**config.mk**
```make
export PLATFORM = sky130hd
export DESIGN_NAME = range_sample_median_filter_core
export DESIGN_NICKNAME = d
export VERILOG_FILES = /design/src/rtl/rsmf_pkg.sv /design/src/rtl/rsmf_cell.sv /design/src/rtl/range_sample_median_filter_core.sv
export SDC_FILE = /design/constraint.sdc
export NUM_CORES = 1
export LEC_CHECK = 0
export BUFFER_PORTS_ARGS = -buffer_cell sky130_fd_sc_hd__buf_2
export CORE_ASPECT_RATIO = 0.75
export CORE_MARGIN = 4
export CORE_UTILIZATION = 57
export CTS_BUF_LIST = sky130_fd_sc_hd__clkbuf_4
export CTS_CLUSTER_SIZE = 24
export DETAILED_ROUTE_END_ITERATION = 12
export GPL_TIMING_DRIVEN = 1
export PLACE_DENSITY = 0.81
export SLEW_MARGIN = 20
export SYNTH_ARGS = -nofsm -noshare
export SYNTH_HDL_FRONTEND = slang
export SYNTH_SLANG_ARGS = --single-unit
```
**constraint.sdc**
```tcl
create_clock -name clk -period 3.7 [get_ports clk]
set_input_delay 0.74 -clock clk [delete_from_list [all_inputs] [get_ports clk]]
set_output_delay 0.74 -clock clk [all_outputs]
set_load 0.05 [all_outputs]
```
**src/rtl/rsmf_pkg.sv**
```systemverilog
package rsmf_pkg;

  localparam int SAMPLE_W = 16;

  typedef logic [SAMPLE_W-1:0] sample_t;

  // Configuration register indexes
  typedef enum logic [0:0] {
    REG_MAX_VALID_RANGE = 1'b0,
    REG_INVALID_CODE    = 1'b1
  } reg_idx_t;

  localparam sample_t MAX_VALID_RANGE_RST = 16'd2200;
  localparam sample_t INVALID_CODE_RST    = 16'd9999;

endpackage

```
**src/rtl/rsmf_cell.sv**
```systemverilog
module rsmf_cell import rsmf_pkg::*; #(
  parameter int WINDOW_LEN = 5,
  parameter int POS        = 0
) (
  input  logic                          clk,
  input  logic                          rst,
  input  logic                          shift_en,
  input  sample_t                       shift_in,
  input  logic [WINDOW_LEN-1:0][SAMPLE_W-1:0] window,
  output sample_t                       sample,
  output logic                          median_hit
);

  localparam int RANK_W = $clog2(WINDOW_LEN);
  localparam int MID    = (WINDOW_LEN - 1) / 2;

  logic [RANK_W-1:0] rank;

  always_ff @(posedge clk) begin
    if (rst) begin
      sample <= '0;
    end else if (shift_en) begin
      sample <= shift_in;
    end
  end

  // Rank = number of entries ordered ahead of this one; equal values are
  // ordered by position so every rank is taken exactly once.
  always_comb begin
    rank = '0;
    for (int j = 0; j < WINDOW_LEN; j++) begin
      if (j != POS) begin
        if ((window[j] < sample) || ((window[j] == sample) && (j < POS))) begin
          rank = rank + RANK_W'(1);
        end
      end
    end
  end

  assign median_hit = (rank == RANK_W'(MID));

endmodule

```
**src/rtl/range_sample_median_filter_core.sv**
```systemverilog
// Sliding-window median of range samples. One request is taken per clock
// while the output side keeps up. Each reading is qualified and shifted
// into the row of window cells; in the next step every cell ranks its
// sample against the whole window and the cell holding the middle rank
// drives the output register with the median.
// A stall on m_tready holds the whole path. The window is zero after reset,
// so the first medians count those zeros. Write the configuration
// registers only while no request is in flight.
module range_sample_median_filter_core import rsmf_pkg::*; #(
  parameter int WINDOW_LEN = 5
) (
  input  logic        clk,
  input  logic        rst,
  // configuration write port
  input  logic        cfg_we,
  input  logic [0:0]  cfg_index,
  input  logic [15:0] cfg_data,
  // input stream
  input  logic        s_tvalid,
  output logic        s_tready,
  input  logic [15:0] s_tdata,   // [15:0] raw_range
  // output stream
  output logic        m_tvalid,
  input  logic        m_tready,
  output logic [15:0] m_tdata    // [15:0] median_range
);

  sample_t max_valid_range;
  sample_t invalid_code;
  sample_t qualified;
  sample_t median;
  logic    advance;
  logic    in_take;
  logic    stage_valid;

  logic [WINDOW_LEN-1:0][SAMPLE_W-1:0] window;
  logic [WINDOW_LEN-1:0][SAMPLE_W-1:0] feed;
  logic [WINDOW_LEN-1:0]               hit;

  always_ff @(posedge clk) begin
    if (rst) begin
      max_valid_range <= MAX_VALID_RANGE_RST;
      invalid_code    <= INVALID_CODE_RST;
    end else if (cfg_we) begin
      case (cfg_index)
        REG_MAX_VALID_RANGE: max_valid_range <= cfg_data;
        REG_INVALID_CODE:    invalid_code    <= cfg_data;
        default: ;
      endcase
    end
  end

  assign advance  = !m_tvalid || m_tready;
  assign s_tready = advance;
  assign in_take  = s_tvalid && advance;

  // Replace zero and out-of-range readings
  assign qualified = ((s_tdata == '0) || (s_tdata > max_valid_range)) ? invalid_code : s_tdata;

  assign feed[0] = qualified;

  for (genvar i = 0; i < WINDOW_LEN; i++) begin : g_cell
    if (i > 0) begin : g_link
      assign feed[i] = window[i-1];
    end
    rsmf_cell #(
      .WINDOW_LEN (WINDOW_LEN),
      .POS        (i)
    ) u_cell (
      .clk        (clk),
      .rst        (rst),
      .shift_en   (in_take),
      .shift_in   (feed[i]),
      .window     (window),
      .sample     (window[i]),
      .median_hit (hit[i])
    );
  end

  always_comb begin
    median = '0;
    for (int i = 0; i < WINDOW_LEN; i++) begin
      if (hit[i]) begin
        median = median | window[i];
      end
    end
  end

  always_ff @(posedge clk) begin
    if (rst) begin
      stage_valid <= 1'b0;
      m_tvalid    <= 1'b0;
    end else if (advance) begin
      stage_valid <= s_tvalid;
      m_tvalid    <= stage_valid;
    end
  end

  always_ff @(posedge clk) begin
    if (advance && stage_valid) begin
      m_tdata <= median;
    end
  end

endmodule

```
==> metrics.md <==
| Metric | Value |
|---|---|
| Sequential Power Share | 0.233 |
| Most used DFF post-synth | dfxtp_1 |
| First DRT Iteration DRCs | between 2,000 and 2,500 |
| Pwr Total | roughly 6800 uW |
| Clock Latency Late Sink | slightly above 0.6 ns |
| P_sw | 3120 uW |
| Critical path class | flop to flop |
| Post-synth top area cell | ha_1 |
| DRC | 0 |
| Reg2reg end | m_tdata[15]$_DFFE_PP_ |
| Vias per cell | between 6 and 7 |
| Synth top area share | 0.240 |
| Ports | between 50 and 60 |
| Root Driver | clkbuf_4 |
| Hold_sp | cfg_data[10] |
| Share of cells above drive strength 1 | 0.348 |
| Setup TNS | -5.24 ns |
| Grt ovf | 0 |
| Fmax achieved | 242 MHz |
| DP Area | ~12,000 sq um |
| NumNets Final | roughly 1,700 |
| Final period util | 1.12 |
| Post-Syn Nets | between 1,000 and 1,500 |
| Slack of the worst reg-to-reg path | -0.44 ns |
| Setup violators final | 16 |
| Hold WC Path Type | input port to flop |
| IO buf count | 55 |
| RSZ-0062 raised after global routing | true |
| Post-synth cell types | 65 |
| Sequential Area | approximately 2800 sq um |
| CTS tree | yes |
| Core area | approximately 17,000 sq um |
| Yosys warns | 0 |
| Initial antenna violation count | 2 |
| Failing checks | negative setup slack |
| First-pass GRT wire length | a little under 60,000 um |
| Chip Width | between 150 and 200 um |
| Clock power frac | 0.161 |
| Longest Clk Path Bufs | 2 |
| Max-slew violation count | 0 |
| Rows | between 40 and 50 |
| Slew headroom | 0.285 |
| WL per Instance | between 20 and 25 um |
| Routability cong. | 1.01 |
| Flops & latches, synth | 130 |
| Power per cell area | a little under 500 nW/um^2 |
| Total number of vias | between 10,000 and 15,000 |
| Clock skew | between 0.02 and 0.03 ns |
| Hold endpoint | invalid_code[10]$_SDFFE_PP1P_ |
| Final hold violation count | 0 |
| Worst-path fanout max | 8 |
| FILL cells | 1,000 |
| Synthesized instance count | around 1,200 |
| Post-cts hold buffer count | 0 |
| DP Wirelength | about 28,000 um |
| Worst r2r src | g_cell[1].u_cell.sample[14]$_SDFFE_PP0P_ |
| Crit. End Element | flop |
| Area of the die | 19,500 sq um |
| Max Cap Viol | 0 |
| ANT nets after route | 0 |
| Worst-path clk slew | ~0.17 ns |
| WHS | 0.344 ns |
| Internal | approximately 3700 uW |
| Clk sink count | 130 |
| Worst-Margin Slew | 1.07 ns |
| Status | finished with violations |
| Placed Instances | about 1,700 |
| Final min period | around 4.1 ns |
| Crit path required time | roughly 4.0 ns |
| Worst Path Arrival | around 4.5 ns |
| Number of CTS-inserted buffers | 17 |
| Switch share | 0.459 |
| Multi-input logic area | 7430 sq um |
| DRT Pass-1 Iters | 11 |
| Final setup margin | -0.438 ns |
| FF-to-FF path depth | 19 |
| Worst hold path depth | 3 |
| Crit path launch type | flop |
| Initial Util | 0.584 |
| Peak VDD IR | 425 uV |
| Synth async-reset ratio | 0 |
| Sequential share of the synthesized area | 0.280 |
| Die height | approximately 120 um |
| Most area-consuming cells after synthesis | ha_1 (24%), dfxtp_1 (23%), nand2_1 (8.6%) |
| Pin count of the biggest net entering global routing | 86 |
| Mapped cell area | 9860 sq um |
| Avg Cell Area, Syn | between 8 and 9 sq um |
| Total Routing Usage GR | 0.385 |
| Fin cells | between 1,500 and 2,000 |
| Vias in the first global route | ~11,000 |
| Area Growth Syn to Fin | 39.0% |
| Comb power frac | 0.605 |
| Lkg Pwr | roughly 0.0059 uW |
| Post-Route WL | just over 40,000 um |
| H-tree Lvls | 4 |
| EDFF count, synth | 16 |
| Design area | roughly 14,000 sq um |
## cells in the final DEF, fill, tap and decap left out, types with 9 or more instances in the layout
cell type / synthesis / routed
inv_1: 104 / 81
a21oi_1: 152 / 147
buf_2: 6 / 54
a221oi_1: 21 / 20
edfxtp_1: 16 / 16
dfxtp_2: 0 / 34
buf_6: 2 / 17
nor2_1: 37 / 36
nand4_1: 50 / 50
o221ai_1: 18 / 16
dfxtp_1: 114 / 78
clkbuf_4: 1 / 17
nand2_1: 225 / 224
buf_4: 1 / 243
a32oi_2: 0 / 12
ha_1: 189 / 149
ha_4: 0 / 38
nor3_1: 20 / 19
nand3_1: 56 / 47
inv_2: 0 / 18
a21o_1: 10 / 10
o21ai_0: 17 / 12
nor2b_1: 9 / 9
nor4_1: 11 / 9
## sequential cells by signal, summed over array words and instances, names as in the netlist
signal                flops
m_tdata                  16
invalid_code             16
m_tvalid                  1
max_valid_range          16
g_cell.u_cell.sample     80
stage_valid               1
## cells by family (layout without fill, tap and decap cells)
group | Yosys count | in the layout | synth area share
compound gates | 289 | 289 | 0.194
xor+xnor | 5 | 5 | 0.00444
fa+ha+maj | 189 | 189 | 0.240
buf+inv | 159 | 459 | 0.0635
flops | 130 | 130 | 0.280
other cells | 0 | 1 | 0
simple gates | 457 | 457 | 0.219
## critical path: stages, from the launching register on
cell and delay (ns):
dfxtp_2 0.37, inv_2 0.06, buf_6 0.13, ha_4 0.23
nand4_1 0.18, or3_4 0.18, a21oi_2 0.05, or4b_4 0.57
or2_4 0.28, ha_4 0.23, xnor2_2 0.13, ha_1 0.32
nand2b_4 0.10, nor4_4 0.05, nand3_1 0.11, o211ai_1 0.11
buf_4 0.16, clkbuf_16 0.17, a32oi_2 0.24, nand4_1 0.17
## per-layer routing
layer / global-route usage / routed length, um / up-vias
li1: - / - / 5067
met1: 0.521 / 15700 / 5330
met2: 0.561 / 16500 / 927
met3: 0.147 / 6110 / 271
met4: 0.139 / 2470 / 2
met5: 0 / 13 / -
## per-stage QoR
stage / setup slack, ns / util
final: -0.438 / 0.812
after global placement: -0.475 / 0.718
after global routing: -0.460 / 0.812
after detailed placement: -0.560 / 0.718
after CTS: -0.203 / 0.777
after floorplan: 0.00319 / -
## cells in the mapped netlist, types with 7 or more instances
cell / instances
a21o_1: 10
a21oi_1: 152
a221oi_1: 21
a32oi_1: 16
clkbuf_1: 42
dfxtp_1: 114
edfxtp_1: 16
ha_1: 189
inv_1: 104
nand2_1: 225
nand2b_1: 8
nand3_1: 56
nand3b_1: 8
nand4_1: 50
nor2_1: 37
nor2b_1: 9
nor3_1: 20
nor4_1: 11
o211ai_1: 7
o21a_1: 7
o21ai_0: 17
o221ai_1: 18
## worst max-delay path by stage
| stage | to | slack [ns] | depth (start not counted) | start |
|---|---|---|---|---|
| 2_1_floorplan | m_tdata[10]$_DFFE_PP_ | 0.003 | 17 | g_cell[1].u_cell.sample[7]$_SDFFE_PP0P_ |
| 3_3_place_gp | m_tdata[5]$_DFFE_PP_ | -0.47 | 15 | g_cell[0].u_cell.sample[7]$_SDFFE_PP0P_ |
| 3_5_place_dp | m_tdata[15]$_DFFE_PP_ | -0.56 | 15 | g_cell[0].u_cell.sample[7]$_SDFFE_PP0P_ |
| 4_1_cts | m_tdata[11]$_DFFE_PP_ | -0.20 | 18 | g_cell[1].u_cell.sample[13]$_SDFFE_PP0P_ |
| 5_1_grt | m_tdata[15]$_DFFE_PP_ | -0.46 | 16 | g_cell[1].u_cell.sample[12]$_SDFFE_PP0P_ |
| 6_report | m_tdata[15]$_DFFE_PP_ | -0.44 | 19 | g_cell[1].u_cell.sample[14]$_SDFFE_PP0P_ |
## final cells by class
cell class                 count  area share
clock inverter                15      0.0133
antenna                        1    0.000182
timing repair buffer         323       0.181
inverter                     104      0.0294
clock buffer                  17     0.00931
tap                          215      0.0196
multi-input combinational    940       0.542
sequential                   130       0.205
## power groups by stage
stage               registers, uW  clock network (uW)  logic [uW]
detailed placement           1610                   0        2820
CTS                          1580                1080        3450
finish                       1590                1100        4120
global placement             1600                   0        2760
global route                 1590                1150        4220
floorplan                    1680                   0        1550
## repair_timing
action | 4_1_cts | 5_1_grt
pin swaps | 41 | 44
cloned | 3 | 1
endpoints found under the setup margin | 16 | 16
gates resized for setup | 93 | 98
setup buffers | 14 | 14
No activity file was read; power rests on OpenSTA's default activity.
